--- config.mk ---
export PLATFORM = sky130hd
export DESIGN_NAME = lsc_div_cell
export DESIGN_NICKNAME = d
export VERILOG_FILES = /design/src/rtl/core/lsc_pkg.sv /design/src/rtl/core/lsc_div_cell.sv
export SDC_FILE = /design/constraint.sdc
export NUM_CORES = 1
export LEC_CHECK = 0
export BUFFER_PORTS_ARGS = -buffer_cell sky130_fd_sc_hd__buf_2
export CORE_AREA = 2 2 178 180
export CTS_CLUSTER_SIZE = 10
export DETAILED_ROUTE_END_ITERATION = 7
export DIE_AREA = 0 0 180 182
export GPL_ROUTABILITY_DRIVEN = 0
export PLACE_DENSITY = 0.65
export SETUP_SLACK_MARGIN = 0.05
export SYNTH_ARGS = -nofsm -noshare
export SYNTH_HDL_FRONTEND = slang
export SYNTH_SLANG_ARGS = --single-unit
--- constraint.sdc ---
create_clock -name clk -period 15.35 [get_ports clk]
set_input_delay 4.605 -clock clk [delete_from_list [all_inputs] [get_ports clk]]
set_output_delay 4.605 -clock clk [all_outputs]
set_load 0.05 [all_outputs]
--- src/rtl/core/lsc_pkg.sv ---
// shared constants and register index codes for the line segment clipper
package lsc_pkg;

  // configuration register index
  typedef enum logic [1:0] {
    REG_LEFT   = 2'd0,
    REG_BOTTOM = 2'd1,
    REG_RIGHT  = 2'd2,
    REG_TOP    = 2'd3
  } reg_idx_t;

  // window edges handled in parallel
  localparam int NUM_EDGES = 4;

  // window reset values
  localparam int LEFT_RST   = 10;
  localparam int BOTTOM_RST = 10;
  localparam int RIGHT_RST  = 100;
  localparam int TOP_RST    = 100;

endpackage

--- src/rtl/core/lsc_div_cell.sv ---
// one restoring divide step for each of the left, right, bottom and top edges, one quotient bit per cell
module lsc_div_cell #(
  parameter int RW      = 19,
  parameter int QW      = 18,
  parameter type side_t = logic
) (
  input  logic               clk,
  input  logic               rst,
  input  logic               in_valid,
  output logic               in_ready,
  input  logic [3:0][RW-1:0] in_rem,
  input  logic [3:0][RW-1:0] in_div,
  input  logic [3:0][QW-1:0] in_quo,
  input  side_t              in_side,
  output logic               out_valid,
  input  logic               out_ready,
  output logic [3:0][RW-1:0] out_rem,
  output logic [3:0][RW-1:0] out_div,
  output logic [3:0][QW-1:0] out_quo,
  output side_t              out_side
);
  import lsc_pkg::*;

  logic [NUM_EDGES-1:0][RW-1:0] rem_next;
  logic [NUM_EDGES-1:0][QW-1:0] quo_next;

  // shift, trial subtract, keep on no borrow
  always_comb begin
    logic [RW-1:0] sh;
    logic          ge;
    for (int i = 0; i < NUM_EDGES; i++) begin
      sh          = in_rem[i] << 1;
      ge          = (sh >= in_div[i]);
      rem_next[i] = ge ? (sh - in_div[i]) : sh;
      quo_next[i] = {in_quo[i][QW-2:0], ge};
    end
  end

  assign in_ready = !out_valid || out_ready;

  // stage valid
  always_ff @(posedge clk) begin
    if (rst) begin
      out_valid <= 1'b0;
    end else if (in_ready) begin
      out_valid <= in_valid;
    end
  end

  // stage payload
  always_ff @(posedge clk) begin
    if (in_valid && in_ready) begin
      out_rem  <= rem_next;
      out_div  <= in_div;
      out_quo  <= quo_next;
      out_side <= in_side;
    end
  end

endmodule

Word-level counts from Yosys, hierarchy flattened
Index checks and enable logic that the tools add are counted.
- input bits: 229
- bits in read-only memories: 0
- memories kept: 0
- logic and storage cells: 33
- flip-flop bits (word level): 226
- bits in writable memories: 0
- latch bits: 0
- shift operators: 0
- order comparisons: 4
- divide/modulo/power cells: 0
- multiply operators: 0
- muxes and demuxes: 4
- bitwise operators: 0
- equal/unequal tests: 0
- reduce and logical (&&, ||, !) cells: 3
- $add $sub $neg: 4
- operators by type and width (kind ; number):
    $ge A19 B19 Y1 ; 4
    $mux W19 ; 4
    $sub A19 B19 Y19 ; 4
    $logic_and A1 B1 Y1 ; 1
    $logic_not A1 Y1 ; 1
    $logic_or A1 B1 Y1 ; 1

Longest topological paths before layout
- depth in word-level cells: 3
- mapped depth: 11
- depth with buffers taken out: 10

Worst setup path before layout
OpenSTA, ideal clock, no wires.
- path type: input-to-reg
- start: in out_ready
- end: reg out_div[0] (netlist bit), enable pin
- required time: 14.737 ns
- setup time: 0.613 ns
- setup slack: 4.487 ns
- path buffers: 0
- arrival: 10.250 ns
- cell stages on the path: 2
- cells stage by stage: nand2b_1 -> and2_1
- word-level cells in the longest chain between the ends: 2
- ends and longest elaborated chain (item ; line ; text):
    from (decl) ; lsc_div_cell.sv:16 ; input logic out_ready,
    $logic_or A1 B1 Y1 ; lsc_div_cell.sv:39 ; assign in_ready = !out_valid || out_ready;
    $logic_and A1 B1 Y1 ; lsc_div_cell.sv:52 ; if (in_valid && in_ready) begin
    to (signal assigned) ; lsc_div_cell.sv:54 ; out_div <= in_div;
    to (decl) ; lsc_div_cell.sv:18 ; output logic [3:0][RW-1:0] out_div,
Every way passes these cells.
A chain may end at the register's enable or synchronous reset.

Worst setup path after layout
- start: in out_ready
- end: out in_ready
- word-level cells in the longest chain between the ends: 1
- ends and longest elaborated chain (item ; line ; text):
    $logic_or A1 B1 Y1 ; lsc_div_cell.sv:39 ;
    to (decl) ; lsc_div_cell.sv:10 ; output logic in_ready,
Every way passes these cells.

==> out/metrics.csv <==
stage,metric,value,unit
power,sequential share of power,41.4,%
outcome,status,"finished, final reports clean",
timing,Rel. slew slack,16.3,%
global_routing,all-layer global routing usage,18.5,%
timing,Final Skew,0.0181,ns
clock_tree,postcts setup bufs,0,
timing,Final Max Tran Viols,0,
clock_tree,CTS Root Cell,clkbuf_16,
timing,unrepaired setup endpoints after global routing,no,
clock_tree,CTS tree,yes,
timing,final setup margin,5.61,ns
clock_tree,clk buf depth,3,
floorplanning,Die ar.,32800,µm²
timing,final setup violation count,0,
power,PD cells,119,nW/µm²
drt,vias,9118,
power,Power Total,0.00182,W
timing,Fin Setup TNS,0,ns
floorplanning,Starting Density,38.1,%
power,leakage,6.86,nW
synthesis,cell area after synthesis,11800,µm²
power,P_sw,0.000583,W
synthesis,synth cell count leaders,"edfxtp_1, inv_1, ha_1",
setup_path,critical path endpoint category,output port,
power,Max VDD drop,0.0000920,V
job,max cap viols,0,
synthesis,mux contribution to synthesized area,5.68,%
timing,maximum operating frequency,0.103,GHz
power,clock power share,31.8,%
drt,met2 WL post-DR,15700,µm
clock_tree,"Clk Latency, worst-skew pair",0.53,ns
setup_path,crit path DAT,5.13,ns
clock_tree,CTS sink count,226,
power,Pint,0.00124,W
synthesis,Synth async-reset ratio,0,%
placed_design,half-perimeter wire length after placement,25000,µm
finish,area delta synth->final,29.3,%
floorplanning,Boundary Pins,456,
timing,worst-margin pin slew,1.25,ns
synthesis,Synth Instances,935,
finish,final net count,1708,
synthesis,largest family of logic cells by synthesized area,compound AO/OA/AOI/OAI gates,
global_routing,vias in the first global route,9003,
synthesis,syn_area_per_cell,12.6,µm²
setup_path,Reg2Reg Launch Point,out_valid$_SDFFE_PP0N_,
clock_tree,Worst-path clk slew,0.05,ns
clock_tree,cts-stage hold buffer count,0,
setup_path,Critical Path RT,10.75,ns
drt,1st-iter DRT viols,445,
finish,FILL cells,2830,
synthesis,Adder-Cell Fraction of Synth Area,8.73,%
finish,proportion of layout cells with a drive suffix above 1,37.4,%
synthesis,Synth Area in Compound Gates,13.1,%
finish,fin area,15300,µm²
hold_path,min-delay src,out_valid$_SDFFE_PP0N_,
floorplanning,Die Y,182,µm
clock_tree,CTS HTree Levels,1,
synthesis,most numerous cell in the Yosys netlist,edfxtp_1,
floorplanning,area of the core,31000,µm²
synthesis,YS warnings,0,
synthesis,Post-Synth XOR/XNOR Area,4.01,%
timing,Final Hold Violating Endpoints,0,
synthesis,Post-Synth Simple-Gate Area,7.13,%
clock_tree,CTS buffer count,27,
drt,Routed Wire Length,31700,µm
drt,Max Used Layer,met5,
synthesis,number of synthesized flops with an enable pin,225,
power,combinational share of power,26.8,%
placed_design,Buffers on Ports,447,
drt,average wire per standard cell,17.4,µm
setup_path,CP Max Fanout,3,
placed_design,Post-Place Setup Slack,5.62,ns
global_routing,total grt overflow,0,
synthesis,leading area contributor after synthesis,edfxtp_1,
clock_tree,# resized after CTS,0,
global_routing,first-pass GRT wire length,48200,µm
timing,final worst-path cycle share,63.4,%
drt,DRC,0,
synthesis,Yosys top cell area share,57.2,%
synthesis,"Seq/Total Area, Yosys",57.4,%
floorplanning,Row Count,65,
setup_path,Crit Path Class,input pin to output port,
drt,Routed Antenna Nets,0,
drt,via/cell ratio,5.01,
drt,WL met3,2840,µm
power,Sw Ratio,32.1,%
global_routing,largest net degree at the start of global routing,78,
floorplanning,Die Wd,180,µm
global_routing,initial antenna violation count,9,
timing,Final min period,9.74,ns
synthesis,synth top area cells,"edfxtp_1, ha_1, inv_1",
setup_path,Startpoint Class,input pin,
drt,met1 wire length,12100,µm
synthesis,synth unique cells,66,
synthesis,ys flop type,edfxtp_1,
drt,Pre-antenna DRT Iters,5,
setup_path,R2R Setup Slk,12.59,ns
synthesis,synthesized net count,1244,
synthesis,#FFs+latches synth,226,
placed_design,Area after DPL,14500,µm²
hold_path,Hold WC Path Type,register to register,
setup_path,Worst setup startpoint,out_ready,
-- layout by cell type (no fill, tap or decap), types with 7 or more instances in the layout --
cell type and n:
a21oi_1 56, o21bai_1 12, nand3_1 11, xor2_1 28, nor3_1 13, a211oi_1 11, nor2_1 48, ha_1 76
xnor2_1 26, nand4_1 11, a21o_1 23, o21a_1 11, nand2b_1 11, clkbuf_1 10, nor2b_1 7, o211ai_1 8
inv_1 96, edfxtp_1 225, o21ai_0 47, buf_2 447, mux2_2 10, nand2_1 60, clkbuf_16 27, mux2_1 22
mux2_4 18
-- cell families (layout without fill, tap and decap cells) --
family | count (synthesis) | after routing
AO/OA/AOI/OAI | 228 | 228
multiplexers | 54 | 54
other | 0 | 5
XOR/XNOR | 54 | 54
AND/OR/NAND/NOR | 181 | 181
flip-flops | 226 | 226
buffers and inverters | 112 | 589
adder cells (fa/ha/maj) | 80 | 80
-- flip-flops by register name, indices dropped and copies added (netlist names) --
signal     flops
out_div       76
out_quo       72
out_rem       76
out_side       1
out_valid      1
-- metal layers --
layer | global-route usage [%] | up-vias
met3 | 6.00 | 70
met4 | 6.08 | 10
met2 | 32.7 | 354
met5 | 0 | -
met1 | 21.2 | 4259
li1 | - | 4425
-- per-stage QoR --
stage / hold WS, ns / util [%] / cells
finish: 0.567 / 49.3 / 1819
global route: 0.611 / 49.3 / 1817
CTS: 0.560 / 49.2 / 1814
detailed placement: 0.550 / 46.7 / 1772
global placement: 0.534 / 46.7 / 1772
floorplan: 1.11 / - / 935
-- power groups by stage --
stage                     clock network [W]  logic (W)  registers, W
after CTS                          0.000599   0.000489      0.000755
after global placement                    0   0.000482      0.000766
after global routing               0.000622   0.000523      0.000758
final                              0.000578   0.000487      0.000754
after floorplan                           0   0.000197      0.000939
after detailed placement                  0   0.000488      0.000767
-- path summary, 6_finish.rpt --
kind	end	cells past startpoint
max	in_ready	3
min	out_valid$_SDFFE_PP0N_	2
max reg2reg	out_side$_DFFE_PP_	4
min reg2reg	out_valid$_SDFFE_PP0N_	2
-- final cells by class --
type	count	area [µm²]	area share (%)
Timing Repair Buffer	451	2270	14.8
Inverter	96	360	2.36
Tap cell	402	503	3.29
Clock inverter	4	48.8	0.320
Sequential cell	226	6780	44.4
Clock buffer	38	727	4.76
Antenna cell	5	12.5	0.0819
Multi-Input combinational cell	597	4580	30.0
-- worst max-delay path, stage by stage --
cell and delay, ns:
buf_2 0.07, nand2b_1 0.17, buf_2 0.29
No activity file was read; power rests on OpenSTA's default activity.
