**src/rtl/core/lsc_pkg.sv**
```systemverilog
// shared constants and register index codes for the line segment clipper
package lsc_pkg;

  // configuration register index
  typedef enum logic [1:0] {
    REG_LEFT   = 2'd0,
    REG_BOTTOM = 2'd1,
    REG_RIGHT  = 2'd2,
    REG_TOP    = 2'd3
  } reg_idx_t;

  // window edges handled in parallel
  localparam int NUM_EDGES = 4;

  // window reset values
  localparam int LEFT_RST   = 10;
  localparam int BOTTOM_RST = 10;
  localparam int RIGHT_RST  = 100;
  localparam int TOP_RST    = 100;

endpackage

```
**src/rtl/core/lsc_clip_if.sv**
```systemverilog
// clipped segment result channel
interface lsc_clip_if #(
  parameter int COORD_BITS = 16,
  parameter int FRAC_BITS  = 16
) ();
  logic                         valid;
  logic                         ready;
  logic                         visible;
  logic signed [COORD_BITS-1:0] clip_start_x;
  logic signed [COORD_BITS-1:0] clip_start_y;
  logic signed [COORD_BITS-1:0] clip_end_x;
  logic signed [COORD_BITS-1:0] clip_end_y;
  logic [FRAC_BITS:0]           enter_param;
  logic [FRAC_BITS:0]           leave_param;

  modport source (output valid, visible, clip_start_x, clip_start_y, clip_end_x,
                  clip_end_y, enter_param, leave_param, input ready);
  modport sink (input valid, visible, clip_start_x, clip_start_y, clip_end_x,
                clip_end_y, enter_param, leave_param, output ready);
endinterface

```
**src/rtl/core/lsc_interp.sv**
```systemverilog
// interpolation: product stage, then rounding add into the output register
module lsc_interp #(
  parameter int COORD_BITS = 16,
  parameter int FRAC_BITS  = 16
) (
  input  logic                         clk,
  input  logic                         rst,
  input  logic                         in_valid,
  output logic                         in_ready,
  input  logic                         in_visible,
  input  logic [FRAC_BITS:0]           in_enter,
  input  logic [FRAC_BITS:0]           in_leave,
  input  logic signed [COORD_BITS-1:0] in_x1,
  input  logic signed [COORD_BITS-1:0] in_y1,
  input  logic signed [COORD_BITS:0]   in_dx,
  input  logic signed [COORD_BITS:0]   in_dy,
  lsc_clip_if.source                   clip
);
  import lsc_pkg::*;

  localparam int PW = FRAC_BITS + COORD_BITS + 3;
  localparam logic signed [PW-1:0] HALF = PW'(1) << (FRAC_BITS - 1);

  logic                         m_valid;
  logic                         m_ready;
  logic                         o_ready;
  logic                         m_visible;
  logic [FRAC_BITS:0]           m_enter, m_leave;
  logic signed [COORD_BITS-1:0] m_x1, m_y1;
  logic signed [PW-1:0]         m_sx, m_sy, m_ex, m_ey;
  logic signed [FRAC_BITS+1:0]  te_s, tl_s;
  logic signed [PW-1:0]         sx_sh, sy_sh, ex_sh, ey_sh;

  assign te_s = $signed({1'b0, in_enter});
  assign tl_s = $signed({1'b0, in_leave});

  assign o_ready  = !clip.valid || clip.ready;
  assign m_ready  = !m_valid || o_ready;
  assign in_ready = m_ready;

  // product stage valid
  always_ff @(posedge clk) begin
    if (rst) begin
      m_valid <= 1'b0;
    end else if (m_ready) begin
      m_valid <= in_valid;
    end
  end

  // t times delta for both ends
  always_ff @(posedge clk) begin
    if (in_valid && m_ready) begin
      m_visible <= in_visible;
      m_enter   <= in_enter;
      m_leave   <= in_leave;
      m_x1      <= in_x1;
      m_y1      <= in_y1;
      m_sx      <= PW'(te_s) * PW'(in_dx);
      m_sy      <= PW'(te_s) * PW'(in_dy);
      m_ex      <= PW'(tl_s) * PW'(in_dx);
      m_ey      <= PW'(tl_s) * PW'(in_dy);
    end
  end

  // round half up, then floor by the fraction width
  assign sx_sh = (m_sx + HALF) >>> FRAC_BITS;
  assign sy_sh = (m_sy + HALF) >>> FRAC_BITS;
  assign ex_sh = (m_ex + HALF) >>> FRAC_BITS;
  assign ey_sh = (m_ey + HALF) >>> FRAC_BITS;

  // output register valid
  always_ff @(posedge clk) begin
    if (rst) begin
      clip.valid <= 1'b0;
    end else if (o_ready) begin
      clip.valid <= m_valid;
    end
  end

  // output register payload, zero coordinates on reject
  always_ff @(posedge clk) begin
    if (m_valid && o_ready) begin
      clip.visible      <= m_visible;
      clip.enter_param  <= m_enter;
      clip.leave_param  <= m_leave;
      clip.clip_start_x <= m_visible ? (m_x1 + sx_sh[COORD_BITS-1:0]) : '0;
      clip.clip_start_y <= m_visible ? (m_y1 + sy_sh[COORD_BITS-1:0]) : '0;
      clip.clip_end_x   <= m_visible ? (m_x1 + ex_sh[COORD_BITS-1:0]) : '0;
      clip.clip_end_y   <= m_visible ? (m_y1 + ey_sh[COORD_BITS-1:0]) : '0;
    end
  end

endmodule

```
**src/flat_wrapper.sv**
```systemverilog
// flat-port wrapper written by rule: the top's interface ports become plain ports
module lsc_interp_flat import lsc_pkg::*;
#(
  parameter int COORD_BITS = 16,
  parameter int FRAC_BITS  = 16
)
  (clk, rst, in_valid, in_ready, in_visible, in_enter, in_leave, in_x1, in_y1, in_dx, in_dy, clip_valid, clip_visible, clip_clip_start_x, clip_clip_start_y, clip_clip_end_x, clip_clip_end_y, clip_enter_param, clip_leave_param, clip_ready);
  lsc_clip_if #(.COORD_BITS(COORD_BITS), .FRAC_BITS(FRAC_BITS)) clip_i ();
  input  logic clk;
  input  logic rst;
  input  logic in_valid;
  output logic in_ready;
  input  logic in_visible;
  input  logic [FRAC_BITS:0] in_enter;
  input  logic [FRAC_BITS:0] in_leave;
  input  logic signed [COORD_BITS-1:0] in_x1;
  input  logic signed [COORD_BITS-1:0] in_y1;
  input  logic signed [COORD_BITS:0] in_dx;
  input  logic signed [COORD_BITS:0] in_dy;
  output wire logic [$bits(clip_i.valid)-1:0] clip_valid;
  output wire logic [$bits(clip_i.visible)-1:0] clip_visible;
  output wire logic [$bits(clip_i.clip_start_x)-1:0] clip_clip_start_x;
  output wire logic [$bits(clip_i.clip_start_y)-1:0] clip_clip_start_y;
  output wire logic [$bits(clip_i.clip_end_x)-1:0] clip_clip_end_x;
  output wire logic [$bits(clip_i.clip_end_y)-1:0] clip_clip_end_y;
  output wire logic [$bits(clip_i.enter_param)-1:0] clip_enter_param;
  output wire logic [$bits(clip_i.leave_param)-1:0] clip_leave_param;
  input wire logic [$bits(clip_i.ready)-1:0] clip_ready;
  assign clip_valid = clip_i.valid;
  assign clip_visible = clip_i.visible;
  assign clip_clip_start_x = clip_i.clip_start_x;
  assign clip_clip_start_y = clip_i.clip_start_y;
  assign clip_clip_end_x = clip_i.clip_end_x;
  assign clip_clip_end_y = clip_i.clip_end_y;
  assign clip_enter_param = clip_i.enter_param;
  assign clip_leave_param = clip_i.leave_param;
  assign clip_i.ready = clip_ready;
  lsc_interp #(.COORD_BITS(COORD_BITS), .FRAC_BITS(FRAC_BITS)) u_core (.clk(clk), .rst(rst), .in_valid(in_valid), .in_ready(in_ready), .in_visible(in_visible), .in_enter(in_enter), .in_leave(in_leave), .in_x1(in_x1), .in_y1(in_y1), .in_dx(in_dx), .in_dy(in_dy), .clip(clip_i));
endmodule
```
**config.mk**
```make
export PLATFORM = sky130hd
export DESIGN_NAME = lsc_interp_flat
export DESIGN_NICKNAME = d
export VERILOG_FILES = /design/src/rtl/core/lsc_pkg.sv /design/src/rtl/core/lsc_clip_if.sv /design/src/rtl/core/lsc_interp.sv /design/src/flat_wrapper.sv
export SDC_FILE = /design/constraint.sdc
export NUM_CORES = 2
export LEC_CHECK = 0
export ABC_AREA = 1
export BUFFER_PORTS_ARGS = -buffer_cell sky130_fd_sc_hd__buf_4
export CAP_MARGIN = 5
export CORE_MARGIN = 2
export CORE_UTILIZATION = 35
export CTS_CLUSTER_SIZE = 25
export DETAILED_ROUTE_END_ITERATION = 10
export PLACE_DENSITY = 0.52
export SETUP_SLACK_MARGIN = 0.5
export SLEW_MARGIN = 20
export SYNTH_ARGS = -nofsm -noshare
export SYNTH_HDL_FRONTEND = slang
export SYNTH_SLANG_ARGS = --single-unit
export TNS_END_PERCENT = 30
```
**constraint.sdc**
```tcl
create_clock -name clk -period 6.83 [get_ports clk]
set_input_delay 0.3415 -clock clk [delete_from_list [all_inputs] [get_ports clk]]
set_output_delay 0.3415 -clock clk [all_outputs]
set_load 0.05 [all_outputs]
```
After elaboration in Yosys (flattened, before gate mapping)

Index checks and enable logic that the tools add are counted.
Widths: inputs -> output; s select.

Bits of input ports: 105
Bits in registers: 296

Add/sub/neg operators: 8
Multiply operators: 4
Reductions and logical operators: 6

Operators with widths:

| kind                   | number |
|---|---|
| $add 32x17->32 const B | 4 |
| $mul 18x17->32         | 4 |
| $add 16x16->16         | 4 |
| $logic_and 1x1->1      | 2 |
| $logic_not 1->1        | 2 |
| $logic_or 1x1->1       | 2 |

Depth between registers and ports, before layout

Depth in word-level cells: 4
Mapped depth: 28
Gate-level depth less buffers: 26

Least setup slack after synthesis

Ideal clock, no wire load.

Kind: register to register
Start: register u_core.clip.valid
End: register u_core.clip.clip_end_x[0] (enable)
Setup time: 0.589 ns
Cell stages (with the launch flop): 2
Slack: 0.865 ns
Data arrival time: 5.376 ns
Period minus slack after synthesis: 5.965 ns
Cells stage by stage: dfxtp_1 > a21oi_1

Cells in the longest elaborated chain, start to end: 3

Ends and longest elaborated chain:

| item                   | line              | source |
|---|---|---|
| start, declared        | lsc_clip_if.sv:16 | `modport source (output valid, visible, clip_start_x, clip_start_y, clip_end_x,` |
| start signal, assigned | lsc_interp.sv:76  | `clip.valid <= m_valid;` |
| $logic_not 1->1        | lsc_interp.sv:37  | `assign o_ready = !clip.valid \|\| clip.ready;` |
| $logic_or 1x1->1       | lsc_interp.sv:37  |  |
| $logic_and 1x1->1      | lsc_interp.sv:82  | `if (m_valid && o_ready) begin` |
| end signal, assigned   | lsc_interp.sv:88  | `clip.clip_end_x <= m_visible ? (m_x1 + ex_sh[COORD_BITS-1:0]) : '0;` |
| end, declared          | lsc_clip_if.sv:16 |  |

Every way passes these cells.
A chain may end at the register's enable or synchronous reset.

Final worst setup path

Start: input in_dy[16]
End: register u_core.m_ey[27] (data pin)

Cells in the longest elaborated chain, start to end: 1

Ends and longest elaborated chain:

| item                 | line               | source |
|---|---|---|
| start, declared      | flat_wrapper.sv:19 | `input logic signed [COORD_BITS:0] in_dy;` |
| $mul 18x17->32       | lsc_interp.sv:61   | `m_ey <= PW'(tl_s) * PW'(in_dy);` |
| end signal, assigned | lsc_interp.sv:61   |  |
| end, declared        | lsc_interp.sv:30   | `logic signed [PW-1:0] m_sx, m_sy, m_ex, m_ey;` |

Every way passes these cells.

==> summary.txt <==
Floorplanning
  • # IOs: just over 200
  • Initial core utilization: a little over a third
  • Die footprint: ~150000 um^2
  • Core box area: 148000 um^2
  • DIE HEIGHT: roughly 400 um
  • Placement Rows: 141
  • Die W: about 390 um

Global routing
  • First-pass GRT wire length: 257000 um
  • Initial antenna violation count: 10
  • Pin count of the biggest net entering global routing: 88
  • Vias in the first global route: about 44000
  • Remaining Overflow, GRT: 0
  • Tot GR Track Use: between 20% and 30%

Worst setup path
  • Nature of the critical path endpoint: register
  • CP required: ~7.2 ns
  • Critical path's slowest cell: fa_1
  • CP startpoint: in_dy[16]
  • Cell family with most CP delay: adder cells
  • Crit path cell chain: buf_4 > clkinv_1 > buf_4 > nor2_1 > fa_1 > inv_1 > fa_1 > inv_1 > fa_1 > fa_1 > fa_1 > inv_1 > fa_1 > inv_1 > ha_1 > nand2_1 > nor2_1 > nand2_1 > nor3_1 > nand2_1 > nand3_1 > nand2_1
  • Critical Path Source Type: primary input
  • Sum of buffers and inverters on the critical path: 7
  • Crit path kind: in2reg
  • CP dominant cell by count: fa_1
  • Crit-path max cell delay: roughly 0.49 ns
  • Arr. time, crit path: between 5 and 6 ns
  • Reg2reg start: u_core.m_sy[15]$_DFFE_PP_
  • R2r setup slk: slightly above 3 ns
  • Max Fanout on Critical Path: 16
  • R2r endpoint: u_core.clip.clip_start_y[15]$_SDFFCE_PN0P_
  • Worst Reg-to-Reg Cells: 16

Final layout
  • Most common cell after layout, fill and taps aside: inv_1
  • Layout cell share with drive strength beyond 1: under 10%
  • Commonest cells after routing, fill and taps aside: 1975 x inv_1, 1878 x nand2_1, 896 x fa_1, 488 x ha_1, 275 x nor2_1
  • Fillcell total: 15439
  • Nets: 8319
  • Storage element area: a little over 7000 um^2
  • Area growth from synthesis to layout: 8.78%
  • Multi-input combinational cell area: around 37000 um^2

Route
  • # DRC: 0
  • Routed wire length: between 150000 and 200000 um
  • Post-DRT Antenna Nets: 0
  • WL per Instance: between 15 and 20 um
  • Avg Vias per Cell: 4.72
  • Drt first-iter violations: between 2000 and 2500
  • DR pass1 iterations: 8
  • Via count: around 41000

Yosys
  • EDFF count, synth: 234
  • Top_reg_cell synth: edfxtp_1
  • Syn Std Cell Area: roughly 52000 um^2
  • Post-synthesis sequential area ratio: a little over an eighth
  • #FFs+latches synth: between 200 and 250
  • Synth Area per Inst: 7.68 um^2
  • Syn Nets: 8288
  • Async set-reset flop share out of synthesis: 0%
  • Post-synth cell types: between 40 and 50
  • Yosys Warn Count: 0
  • Syn Inst Count: 6799

Clock network
  • Worst-skew pair later-pin latency: 0.63 ns
  • Root Buffer: clkbuf_16
  • CTS max path bufs: 3
  • Sink Count: around 240
  • Hold buffer count at cts: 35
  • Clk slew on worst S/H paths: around 0.070 ns
  • H-tree levels: 1
  • Post CTS Setup Buffer Count: 0
  • CTS tree: done
  • CTS buffer count: 29
  • Post-CTS sizing: 0

Timing
  • Worst-Margin Slew: ~1.0 ns
  • Fin crit share: 80.8%
  • Max-slew headroom: between 30% and 40%
  • Max-slew violations: 0
  • Final Hold Fails: 0
  • Setup TNS: 0 ns
  • Clk_skew: ~0.012 ns
  • Fmax: around 180 MHz
  • Crit path time final: between 5 and 6 ns
  • Final setup vio count: 0
  • RSZ-0062 raised after global routing: false

Min path
  • HP Class: in2reg
  • Hold path endpoint: u_core.m_valid$_SDFFE_PP0N_
  • Hold Path Origin: in_valid
  • Hold Path Depth: 3

Place
  • I/O Buffers: around 210
  • Final HPWL DP: between 100000 and 150000 um
  • Final Wtd Congestion: around 0.9

Flow run
  • Max cap viols: 0

Status
  • Status: finished, final reports clean
tightest hold or removal path: cells and delay by family:
family / cells / cell delay (ns)
AOI/OAI and AO/OA: 1 / 0.15
buffers and inverters: 1 / 0.07
and+or+nand+nor: 1 / 0.11
worst max path at each step:
stage / to / slack (ns) / cells past startpoint
final: u_core.m_ey[27]$_DFFE_PP_ / 1.31 / 22
after global routing: u_core.m_ey[23]$_DFFE_PP_ / 1.01 / 22
after CTS: u_core.m_ey[27]$_DFFE_PP_ / 1.36 / 22
after detailed placement: u_core.m_ey[27]$_DFFE_PP_ / 0.71 / 22
after global placement: u_core.m_ey[27]$_DFFE_PP_ / 0.71 / 22
after floorplan: u_core.clip.clip_end_x[0]$_SDFFCE_PN0P_ / 0.87 / 1
synth_stat cells, drive strengths merged (12+ instances only):
| cell | number | area share, % |
|---|---|---|
| o21bai | 31 | 0.45 |
| clkbuf | 257 | 1.8 |
| nand4 | 49 | 0.60 |
| nor2 | 280 | 2.1 |
| ha | 488 | 12 |
| buf | 13 | 0.12 |
| or2 | 12 | 0.14 |
| nand2 | 1881 | 14 |
| xnor2 | 29 | 0.49 |
| xor2 | 60 | 1.0 |
| edfxtp | 234 | 13 |
| nor4 | 12 | 0.14 |
| nand3 | 158 | 1.5 |
| nor3 | 40 | 0.46 |
| a21oi | 221 | 2.1 |
| inv | 1976 | 14 |
| o21ai | 119 | 1.1 |
| fa | 896 | 34 |
final cells by class:
cell class,count,share of cell area [%]
multi-input cells,4315,64.6
inverters,1978,13.1
flip-flops and latches,236,12.4
well taps,1930,4.25
repair buffers,270,3.77
clock buffers,33,1.30
clock inverters,21,0.531
diodes,1,0.00441
sequential cells by signal, summed over array words and instances, names as in the netlist:
name / flops
u_core.m_visible: 1
u_core.m_sx: 17
u_core.m_leave: 17
u_core.clip.valid: 1
u_core.clip.clip_start_x: 16
u_core.clip.visible: 1
u_core.clip.leave_param: 17
u_core.m_y1: 16
u_core.m_valid: 1
u_core.m_ex: 17
u_core.m_x1: 16
u_core.clip.clip_end_x: 16
u_core.m_ey: 17
u_core.m_enter: 17
u_core.m_sy: 17
u_core.clip.clip_end_y: 16
u_core.clip.clip_start_y: 16
u_core.clip.enter_param: 17
metrics by stage:
stage	hold WS [ns]	setup slack, ns	std cells	utilization (%)	instance area, um^2
detailed placement	0.405	0.715	8694	37.5	55400
floorplan	0.400	0.865	6799	-	52200
global placement	0.401	0.715	8694	37.5	55400
global route	0.0745	1.01	8783	38.4	56800
finish	0.0836	1.31	8784	38.4	56800
CTS	0.0423	1.36	8783	38.4	56800
routing by layer:
| layer | global-route usage (%) | part of all wire (%) | vias up |
|---|---|---|---|
| met3 | 2.23 | 4.8 | 178 |
| met5 | 0 | 0.057 | - |
| li1 | - | - | 19782 |
| met1 | 29.5 | 45 | 20584 |
| met2 | 38.2 | 48 | 941 |
| met4 | 4.47 | 2.1 | 14 |
cell families (layout without fill, tap and decap cells):
kind of cell	count (synthesis)	count (layout)	share of synthesized area, %
simple gates	2444	2444	18.6
buf+inv	2248	2302	16.2
fa+ha+maj	1384	1384	46.1
compound gates	398	398	4.09
flops	236	236	13.5
xor+xnor	89	89	1.49
other cells	0	1	0
Power is left out: the tool's default activity adds up to more than one toggle a clock period on the data nets, which glitch-free logic cannot reach.
